## src/rtl/core/assert_macros.svh

```systemverilog
// Assertion helpers shared by the RTL files.
// Each macro takes a label, a clock, a reset that disables the check,
// a condition, and the property that must follow from it.
`ifndef ASSERT_MACROS_SVH
`define ASSERT_MACROS_SVH

// The property must hold in the same cycle as the condition.
`define ASSERT_SAME(label, clk, rst, cond, prop) \
  label: assert property (@(posedge clk) disable iff (rst) (cond) |-> (prop)) \
    else $error("same-cycle check failed");

// The property must hold in the cycle after the condition.
`define ASSERT_NEXT(label, clk, rst, cond, prop) \
  label: assert property (@(posedge clk) disable iff (rst) (cond) |=> (prop)) \
    else $error("next-cycle check failed");

`endif

```

## src/rtl/core/pol_pkg.sv

```systemverilog
`default_nettype none

package pol_pkg;

  // Request operation codes.
  localparam logic [2:0] OP_INS_FRONT = 3'd0;
  localparam logic [2:0] OP_INS_BACK  = 3'd1;
  localparam logic [2:0] OP_INS_POS   = 3'd2;
  localparam logic [2:0] OP_DEL_FRONT = 3'd3;
  localparam logic [2:0] OP_DEL_BACK  = 3'd4;
  localparam logic [2:0] OP_DEL_POS   = 3'd5;

  // Result status codes.
  localparam logic [1:0] ST_DONE    = 2'd0;
  localparam logic [1:0] ST_INVALID = 2'd1;
  localparam logic [1:0] ST_EMPTY   = 2'd2;
  localparam logic [1:0] ST_FULL    = 2'd3;

  typedef struct packed {
    logic [2:0]         operation;
    logic signed [31:0] value;
    logic [7:0]         position;
  } pol_in_t;

  typedef struct packed {
    logic [1:0]         status;
    logic [4:0]         count;
    logic signed [31:0] first_value;
    logic signed [31:0] last_value;
  } pol_out_t;

  // Commands from the controller to the datapath.
  typedef struct packed {
    logic load;    // capture the accepted request
    logic commit;  // apply the captured request and update the result
  } pol_cmd_t;

endpackage

`default_nettype wire

```

## src/rtl/core/pol_shift_array.sv

```systemverilog
`default_nettype none

module pol_shift_array #(
  parameter int DEPTH = 16,
  parameter int WIDTH = 32
) (
  input  wire logic                     clk,
  input  wire logic                     ins,
  input  wire logic                     del,
  input  wire logic [$clog2(DEPTH)-1:0] idx,
  input  wire logic [WIDTH-1:0]         din,
  output      logic [WIDTH-1:0]         head
);

  localparam int IW = $clog2(DEPTH);

  logic [WIDTH-1:0] cells [DEPTH];
  logic [WIDTH-1:0] below [DEPTH];
  logic [WIDTH-1:0] above [DEPTH];

  // Each cell sees its two neighbors; on an insert the cell at idx takes din.
  for (genvar g = 0; g < DEPTH; g++) begin : g_nbr
    if (g == 0) begin : g_bot
      assign below[g] = din;
    end else begin : g_mid_bot
      assign below[g] = cells[g-1];
    end
    if (g == DEPTH - 1) begin : g_top
      assign above[g] = cells[g];
    end else begin : g_mid_top
      assign above[g] = cells[g+1];
    end
  end

  // Insert opens a slot at idx by moving the upper cells up one place;
  // delete closes the slot at idx by moving the upper cells down.
  always_ff @(posedge clk) begin
    for (int i = 0; i < DEPTH; i++) begin
      if (ins) begin
        if (IW'(i) == idx) begin
          cells[i] <= din;
        end else if (IW'(i) > idx) begin
          cells[i] <= below[i];
        end
      end else if (del) begin
        if (IW'(i) >= idx) begin
          cells[i] <= above[i];
        end
      end
    end
  end

  assign head = cells[0];

endmodule

`default_nettype wire

```

## src/rtl/core/pol_ctrl.sv

```systemverilog
`default_nettype none

module pol_ctrl (
  input  wire logic              clk,
  input  wire logic              rst,
  input  wire logic              req_valid,
  output      logic              req_stall,
  output      logic              rsp_valid,
  input  wire logic              rsp_stall,
  output      pol_pkg::pol_cmd_t cmd
);

  import pol_pkg::*;

  typedef enum logic {
    S_IDLE,
    S_EXEC
  } state_t;

  state_t state;
  logic   commit;

  // A captured request is applied once the result register is free.
  assign commit     = (state == S_EXEC) && (!rsp_valid || !rsp_stall);
  assign req_stall  = (state != S_IDLE);
  assign cmd.load   = (state == S_IDLE) && req_valid;
  assign cmd.commit = commit;

  always_ff @(posedge clk) begin
    if (rst) begin
      state     <= S_IDLE;
      rsp_valid <= 1'b0;
    end else begin
      case (state)
        S_IDLE: begin
          if (req_valid) begin
            state <= S_EXEC;
          end
        end
        S_EXEC: begin
          if (commit) begin
            state <= S_IDLE;
          end
        end
        default: begin
          state <= S_IDLE;
        end
      endcase
      if (commit) begin
        rsp_valid <= 1'b1;
      end else if (!rsp_stall) begin
        rsp_valid <= 1'b0;
      end
    end
  end

endmodule

`default_nettype wire

```

## src/rtl/core/pol_datapath.sv

```systemverilog
`default_nettype none

module pol_datapath #(
  parameter int CAPACITY   = 16,
  parameter int DATA_WIDTH = 32
) (
  input  wire logic              clk,
  input  wire logic              rst,
  input  wire pol_pkg::pol_cmd_t cmd,
  input  wire pol_pkg::pol_in_t  req,
  output      pol_pkg::pol_out_t rsp
);

  import pol_pkg::*;

  localparam int CW = $clog2(CAPACITY + 1);
  localparam int IW = $clog2(CAPACITY);
  localparam int PW = ((CW > 8) ? CW : 8) + 1;

  pol_in_t         request;
  logic [CW-1:0]   count;
  logic [CW-1:0]   count_next;
  logic [1:0]      status;
  logic [1:0]      status_next;
  logic            ins;
  logic            del;
  logic [IW-1:0]   idx_fwd;
  logic [IW-1:0]   idx_rev;
  logic [PW-1:0]   n_w;
  logic [PW-1:0]   pos_w;
  logic            full;
  logic            empty;
  logic [63:0]     value_ext;
  logic [DATA_WIDTH-1:0] din;
  logic [DATA_WIDTH-1:0] head_fwd;
  logic [DATA_WIDTH-1:0] head_rev;

  assign n_w       = PW'(count);
  assign pos_w     = PW'(request.position);
  assign full      = (count == CW'(CAPACITY));
  assign empty     = (count == '0);
  assign value_ext = {32'b0, request.value};
  assign din       = value_ext[DATA_WIDTH-1:0];

  // The forward array holds the list front first; the reverse array holds
  // it back first. A slot at forward index k sits at reverse index n-1-k.
  always_comb begin
    status_next = ST_DONE;
    ins         = 1'b0;
    del         = 1'b0;
    idx_fwd     = '0;
    idx_rev     = '0;
    count_next  = count;
    case (request.operation)
      OP_INS_FRONT, OP_INS_BACK, OP_INS_POS: begin
        if (full) begin
          status_next = ST_FULL;
        end else if (request.operation == OP_INS_FRONT) begin
          ins     = 1'b1;
          idx_fwd = '0;
          idx_rev = IW'(n_w);
        end else if (request.operation == OP_INS_BACK) begin
          ins     = 1'b1;
          idx_fwd = IW'(n_w);
          idx_rev = '0;
        end else if (pos_w == '0 || pos_w > n_w + PW'(1)) begin
          status_next = ST_INVALID;
        end else begin
          ins     = 1'b1;
          idx_fwd = IW'(pos_w - PW'(1));
          idx_rev = IW'(n_w + PW'(1) - pos_w);
        end
        if (ins) begin
          count_next = CW'(n_w + PW'(1));
        end
      end
      OP_DEL_FRONT, OP_DEL_BACK, OP_DEL_POS: begin
        if (empty) begin
          status_next = ST_EMPTY;
        end else if (request.operation == OP_DEL_FRONT) begin
          del     = 1'b1;
          idx_fwd = '0;
          idx_rev = IW'(n_w - PW'(1));
        end else if (request.operation == OP_DEL_BACK) begin
          del     = 1'b1;
          idx_fwd = IW'(n_w - PW'(1));
          idx_rev = '0;
        end else if (pos_w == '0 || pos_w > n_w) begin
          status_next = ST_INVALID;
        end else begin
          del     = 1'b1;
          idx_fwd = IW'(pos_w - PW'(1));
          idx_rev = IW'(n_w - pos_w);
        end
        if (del) begin
          count_next = CW'(n_w - PW'(1));
        end
      end
      default: begin
        status_next = ST_INVALID;
      end
    endcase
  end

  always_ff @(posedge clk) begin
    if (cmd.load) begin
      request <= req;
    end
    if (cmd.commit) begin
      status <= status_next;
    end
  end

  always_ff @(posedge clk) begin
    if (rst) begin
      count <= '0;
    end else if (cmd.commit) begin
      count <= count_next;
    end
  end

  pol_shift_array #(
    .DEPTH (CAPACITY),
    .WIDTH (DATA_WIDTH)
  ) u_fwd (
    .clk  (clk),
    .ins  (cmd.commit && ins),
    .del  (cmd.commit && del),
    .idx  (idx_fwd),
    .din  (din),
    .head (head_fwd)
  );

  pol_shift_array #(
    .DEPTH (CAPACITY),
    .WIDTH (DATA_WIDTH)
  ) u_rev (
    .clk  (clk),
    .ins  (cmd.commit && ins),
    .del  (cmd.commit && del),
    .idx  (idx_rev),
    .din  (din),
    .head (head_rev)
  );

  // Everything below comes from registers that change only on a commit, or on reset for the count.
  assign rsp.status      = status;
  assign rsp.count       = 5'(count);
  assign rsp.first_value = empty ? 32'sd0 : 32'(64'(signed'(head_fwd)));
  assign rsp.last_value  = empty ? 32'sd0 : 32'(64'(signed'(head_rev)));

endmodule

`default_nettype wire

```

## src/rtl/core/positional_ordered_list.sv

```systemverilog
// A request accepted while the controller is idle is captured, then applied in the execute step;
// its result becomes valid when that step commits it, once the result register is free.
// The block takes no new request while one is in execution, so the controller's accept and execute steps alternate.
// Reset (rst, synchronous, active high) empties the list and clears the handshake state;
// element storage is not cleared and needs no clearing pass.
`default_nettype none
`include "assert_macros.svh"

module positional_ordered_list #(
  parameter int CAPACITY   = 16,
  parameter int DATA_WIDTH = 32
) (
  input  wire logic              clk,
  input  wire logic              rst,
  input  wire logic              req_valid,
  output      logic              req_stall,
  input  wire pol_pkg::pol_in_t  req,
  output      logic              rsp_valid,
  input  wire logic              rsp_stall,
  output      pol_pkg::pol_out_t rsp
);

  import pol_pkg::*;

  // The controller sequences each item: it captures the request, then
  // applies it once the result register can take the new result.
  pol_cmd_t cmd;

  pol_ctrl u_ctrl (
    .clk       (clk),
    .rst       (rst),
    .req_valid (req_valid),
    .req_stall (req_stall),
    .rsp_valid (rsp_valid),
    .rsp_stall (rsp_stall),
    .cmd       (cmd)
  );

  // The datapath keeps the list twice, once front first and once back
  // first, so that both ends are always read at fixed cells. Inserts and
  // deletes at any position move all affected cells together at the commit.
  pol_datapath #(
    .CAPACITY   (CAPACITY),
    .DATA_WIDTH (DATA_WIDTH)
  ) u_dp (
    .clk (clk),
    .rst (rst),
    .cmd (cmd),
    .req (req),
    .rsp (rsp)
  );

  // The result shows no elements at all: zero count and both ends zero.
  logic rsp_blank;
  // The result shows the list at capacity.
  logic rsp_at_cap;

  assign rsp_blank  = (rsp.count == 5'd0) && (rsp.first_value == 32'sd0) &&
                      (rsp.last_value == 32'sd0);
  assign rsp_at_cap = (rsp.count == 5'(CAPACITY));

  // An empty report means the list holds nothing and both ends read zero.
  `ASSERT_SAME(a_empty_report, clk, rst, rsp_valid && rsp.status == ST_EMPTY, rsp_blank)

  // A full report means the list is at capacity.
  `ASSERT_SAME(a_full_report, clk, rst, rsp_valid && rsp.status == ST_FULL, rsp_at_cap)

  // Once an item is taken, the block is busy with it in the next cycle.
  `ASSERT_NEXT(a_busy_after_accept, clk, rst, req_valid && !req_stall, req_stall)

  // A result appears only after a request has been taken.
  `ASSERT_NEXT(a_result_needs_item, clk, rst, !rsp_valid && !req_stall, !rsp_valid)

endmodule

`default_nettype wire
```

## config.mk

```make
export PLATFORM = sky130hd
export DESIGN_NAME = positional_ordered_list
export DESIGN_NICKNAME = d
export VERILOG_FILES = /design/src/rtl/core/pol_pkg.sv /design/src/rtl/core/pol_shift_array.sv /design/src/rtl/core/pol_ctrl.sv /design/src/rtl/core/pol_datapath.sv /design/src/rtl/core/positional_ordered_list.sv
export VERILOG_INCLUDE_DIRS = /design/src /design/src/rtl/core
export SDC_FILE = /design/constraint.sdc
export NUM_CORES = 2
export LEC_CHECK = 0
export BUFFER_PORTS_ARGS = -buffer_cell sky130_fd_sc_hd__buf_2
export CORE_MARGIN = 1.5
export CORE_UTILIZATION = 60
export CTS_CLUSTER_SIZE = 10
export DETAILED_ROUTE_END_ITERATION = 7
export GPL_TIMING_DRIVEN = 0
export PLACE_DENSITY = 0.77
export SLEW_MARGIN = 10
export SYNTH_ARGS = -nofsm -noshare
export SYNTH_HDL_FRONTEND = slang
export SYNTH_SLANG_ARGS = --single-unit
```

## constraint.sdc

```tcl
create_clock -name clk -period 8.6 [get_ports clk]
set_input_delay 2.15 -clock clk [delete_from_list [all_inputs] [get_ports clk]]
set_output_delay 2.15 -clock clk [all_outputs]
set_load 0.02 [all_outputs]
```

==> results_dict.tcl <==
set metrics [dict create \
    critPathArrivalTime_ns 7.62 \
    slew_headroom 0.115 \
    sequential_area_share_after_synthesis 0.579 \
    yosysTopAreaCell "sky130_fd_sc_hd__edfxtp_1" \
    grt.total_usage 0.356 \
    cellPowerDensity_nw_per_um2 196 \
    synth.ff_latch_count 1076 \
    relative_contribution_of_combinational_cells_to_total_power 0.111 \
    dp_hpwl_mm 134 \
    clkSlewWorstSetupHoldPaths_ns 0.05 \
    start_util 0.607 \
    run_status "finished, final reports clean" \
    max_stage_delay_ns 0.81 \
    cts.htree.levels 3 \
    cts_inserted_buffers 120 \
    floorplan.die_area_um2 94600 \
    synth_area_um2 55700 \
    sequential_group_share_of_total_power 0.512 \
    drc 0 \
    min-delay-path-class "reg2reg" \
    basic_gate_share_of_the_synthesized_area_counting_and_or_nand_and_nor_cells 0.105 \
    cts-hold-fix-buffers 0 \
    cp.required_ns 8.92 \
    timing.critical_path.slowest_stage_cell "sky130_fd_sc_hd__and2_2" \
    synth_compound_area_frac 0.136 \
    placed_cells_incl_taps 6303 \
    switching_share 0.250 \
    vdd_ir_drop_max_uv 161 \
    cell_internal_pwr_w 0.00909 \
    chipHeight_um 308 \
    route.detailed.wl_per_inst_um 26.1 \
    yosys_warnings 0 \
    crit_top_cell "sky130_fd_sc_hd__clkbuf_1" \
    largest_family_of_logic_cells_by_synthesized_area "compound AO/OA/AOI/OAI gates" \
    grt_antenna_before_repair 5 \
    timing.clock.skew_ns 0.0232 \
    final_antenna_net_count 0 \
    clock_share_of_power 0.377 \
    startpoint_type "flop" \
    placementRows 111 \
    layout.nets 5250 \
    clock_path_buffers 3 \
    timing.critical_path.fanout_max 33 \
    timing.critical_path.cells "clkbuf_1 > inv_1 > nor3_1 > nand3_1 > ha_1 > a2111oi_0 > a21oi_1 > nor2_1 > a31oi_1 > inv_1 > and3_1 > clkbuf_1 > clkbuf_1 > nand2_1 > nand2_2 > and2_2" \
    post-route-period-util 0.849 \
    numPortBuffers 119 \
    timing.setup.tns_ns 0 \
    dominantRegCellSynth "sky130_fd_sc_hd__edfxtp_1" \
    stdcell_count 6460 \
    finalMaxSlewViolations 0 \
    critical_path.n_buffers_inverters 5 \
    synth.distinct_cells 87 \
    final_util 0.674 \
    maxCapViolations 0 \
    die_w_um 308 \
    cp-end-kind "flop" \
    floorplan.io_pins 120 \
    drive_above_1_share 0.134 \
    power.leakage_nw 21.5 \
    cts_repair_resize_count 0 \
    hold_violations 0 \
    finalWeightedCongestion 0.972 \
    rsz0062_at_grt "no" \
    cts_setup_buffers 0 \
    synthAdderAreaFrac 0.00499 \
    area_grow_syn2layout_pct 11.1 \
    synth-edff-count 1069 \
    cp_top_family "simple AND/OR/NAND/NOR gates" \
    core_area_um2 91800 \
    clock-sinks 1076 \
    drt_wl_total_mm 169 \
    layout_min_cycle_time_ns 7.30 \
    power.switching_w 0.00303 \
    drt-pass1-iter-count 8 \
    share_of_flip_flops_with_an_asynchronous_set_or_reset_after_synthesis 0 \
    via_count_of_the_first_global_routing_pass 41200 \
    clock-root-buffer "sky130_fd_sc_hd__clkbuf_16" \
    grt.overflow.total 0 \
    synth_xor_area_frac 0.00173 \
    grt_first_pass_wirelength_mm 252 \
    synth.top_cells.by_area "sky130_fd_sc_hd__edfxtp_1 (58%), sky130_fd_sc_hd__mux2i_1 (9.3%), sky130_fd_sc_hd__nand2_1 (4.6%)" \
    max_freq_mhz 137 \
    worstSkewPairLatency_ns 0.71 \
    maximum_number_of_pins_on_one_net_before_global_route_repair 41 \
    post_synth_mux_area_share 0.132 \
    tritoncts "yes" \
    syn_area_per_cell_um2 11.3 \
    synthesis.nets 4984 \
    netlist_instances 4916 \
    worstMarginPinSlew_ns 1.33 \
    yosys.area.top_type_share 0.576 \
    crit_path_category "reg2reg" \
    setup_viol_count_final 0 \
    drtIter0Drc 5307 \
    routed-via-count 41500 \
    routed_vias_inst 6.42 \
]
## area by class of cell
cell class,instances,area [um^2]
diodes,3,7.51
inverters,49,184
clock buffers,142,3110
clock inverters,12,135
well taps,1243,1560
fillers,6986,29900
flip-flops and latches,1076,32200
multi-input cells,3325,21400
plain buffers,466,2100
repair buffers,144,1140
## power by group through the flow
stage | clock network, W | logic [W] | registers (W)
2_1_floorplan | 0 | 0.000862 | 0.00626
6_report | 0.00457 | 0.00134 | 0.00621
3_5_place_dp | 0 | 0.00132 | 0.00631
5_1_grt | 0.00476 | 0.00144 | 0.00622
3_3_place_gp | 0 | 0.00122 | 0.00631
4_1_cts | 0.00457 | 0.00132 | 0.00620
## sequential cells by signal (all words and copies together) (netlist names)
register / cells
u_dp.count: 5
u_ctrl.req_stall: 1
u_dp.u_rev.cells: 512
u_ctrl.rsp_valid: 1
u_dp.request: 3
u_dp.u_fwd.cells: 512
u_dp.din: 32
u_dp.status: 2
u_dp.pos_w: 8
## layout by cell type (no fill, tap or decap), drive strengths merged, types with 9 or more instances in the layout
| master | synthesis | routed |
|---|---|---|
| a211oi | 9 | 9 |
| a21oi | 262 | 262 |
| a221o | 63 | 63 |
| a2bb2oi | 33 | 33 |
| a31oi | 233 | 233 |
| and2 | 137 | 137 |
| buf | 155 | 299 |
| clkbuf | 311 | 453 |
| edfxtp | 1069 | 1069 |
| ha | 19 | 19 |
| inv | 49 | 53 |
| mux2 | 195 | 195 |
| mux2i | 515 | 515 |
| nand2 | 677 | 677 |
| nand3 | 77 | 77 |
| nor2 | 378 | 378 |
| nor3 | 46 | 46 |
| o211ai | 99 | 99 |
| o21ai | 473 | 473 |
## layer usage
metal	vias up	GRT usage	share of wire
met5	-	0	0
met4	0	0.127	0.035
met3	313	0.0631	0.11
met2	2310	0.582	0.47
met1	20100	0.479	0.39
li1	18700	-	-
## path summary, 6_finish.rpt
check	to	slack (ns)	cells past startpoint	from
max	u_dp.u_rev.cells[0][80]$_DFFE_PP_	1.30	16	u_dp.count[0]$_SDFFE_PP0P_
max reg2reg	u_dp.u_rev.cells[0][80]$_DFFE_PP_	1.30	16	u_dp.count[0]$_SDFFE_PP0P_
min	u_ctrl.rsp_valid$_SDFFE_PP0P_	0.51	2	u_ctrl.rsp_valid$_SDFFE_PP0P_
min reg2reg	u_ctrl.rsp_valid$_SDFFE_PP0P_	0.51	2	u_ctrl.rsp_valid$_SDFFE_PP0P_
## cells by family after synthesis
| family | after synthesis |
|---|---|
| AOI/OAI and AO/OA | 1219 |
| and+or+nand+nor | 1364 |
| adders and majority gates | 21 |
| buffers and inverters | 515 |
| xor gates and xnor gates | 11 |
| muxes | 710 |
| DFF | 1076 |
## Yosys cell counts (5+ instances only)
cell type                   number
sky130_fd_sc_hd__a2bb2oi_1      33
sky130_fd_sc_hd__mux2_2        186
sky130_fd_sc_hd__buf_4          32
sky130_fd_sc_hd__buf_2         100
sky130_fd_sc_hd__nor2b_1         6
sky130_fd_sc_hd__or3_1           7
sky130_fd_sc_hd__clkbuf_1      311
sky130_fd_sc_hd__nand4_1         5
sky130_fd_sc_hd__mux2i_1       515
sky130_fd_sc_hd__ha_1           19
sky130_fd_sc_hd__o211ai_1       99
sky130_fd_sc_hd__and2_1        137
sky130_fd_sc_hd__a21oi_2         6
sky130_fd_sc_hd__nor2_1        377
sky130_fd_sc_hd__buf_1          10
sky130_fd_sc_hd__xnor2_1         7
sky130_fd_sc_hd__o21a_1          5
sky130_fd_sc_hd__mux2_1          9
sky130_fd_sc_hd__nand2_1       675
sky130_fd_sc_hd__nor3_1         43
sky130_fd_sc_hd__dfxtp_1         7
sky130_fd_sc_hd__a21o_1          6
sky130_fd_sc_hd__a221o_1        63
sky130_fd_sc_hd__o21ai_1       108
sky130_fd_sc_hd__nand2b_1        7
sky130_fd_sc_hd__edfxtp_1     1069
sky130_fd_sc_hd__inv_1          49
sky130_fd_sc_hd__o21ai_0       356
sky130_fd_sc_hd__o21ai_4         5
sky130_fd_sc_hd__a21oi_1       254
sky130_fd_sc_hd__a31oi_1       232
sky130_fd_sc_hd__buf_6          13
sky130_fd_sc_hd__nand3_1        74
## metrics by stage
step	cell area, um^2	hold slack (ns)	setup slack (ns)	total power [W]
after CTS	61800	0.518	1.47	0.0121
after detailed placement	58600	0.505	1.46	0.00763
after global routing	61900	0.549	0.914	0.0124
after global placement	57800	0.492	-0.891	0.00753
final	61900	0.511	1.30	0.0121
after floorplan	55700	0.496	2.00	0.00712
## worst reg2reg max path: cells and delay by family (launching register included)
kind	cells	cell delay [ns]
fa+ha+maj	1	0.32
simple gates	7	2.85
compound gates	3	1.07
flops	1	0.42
buf+inv	5	2.25
Power figures use the tool's default switching activity.
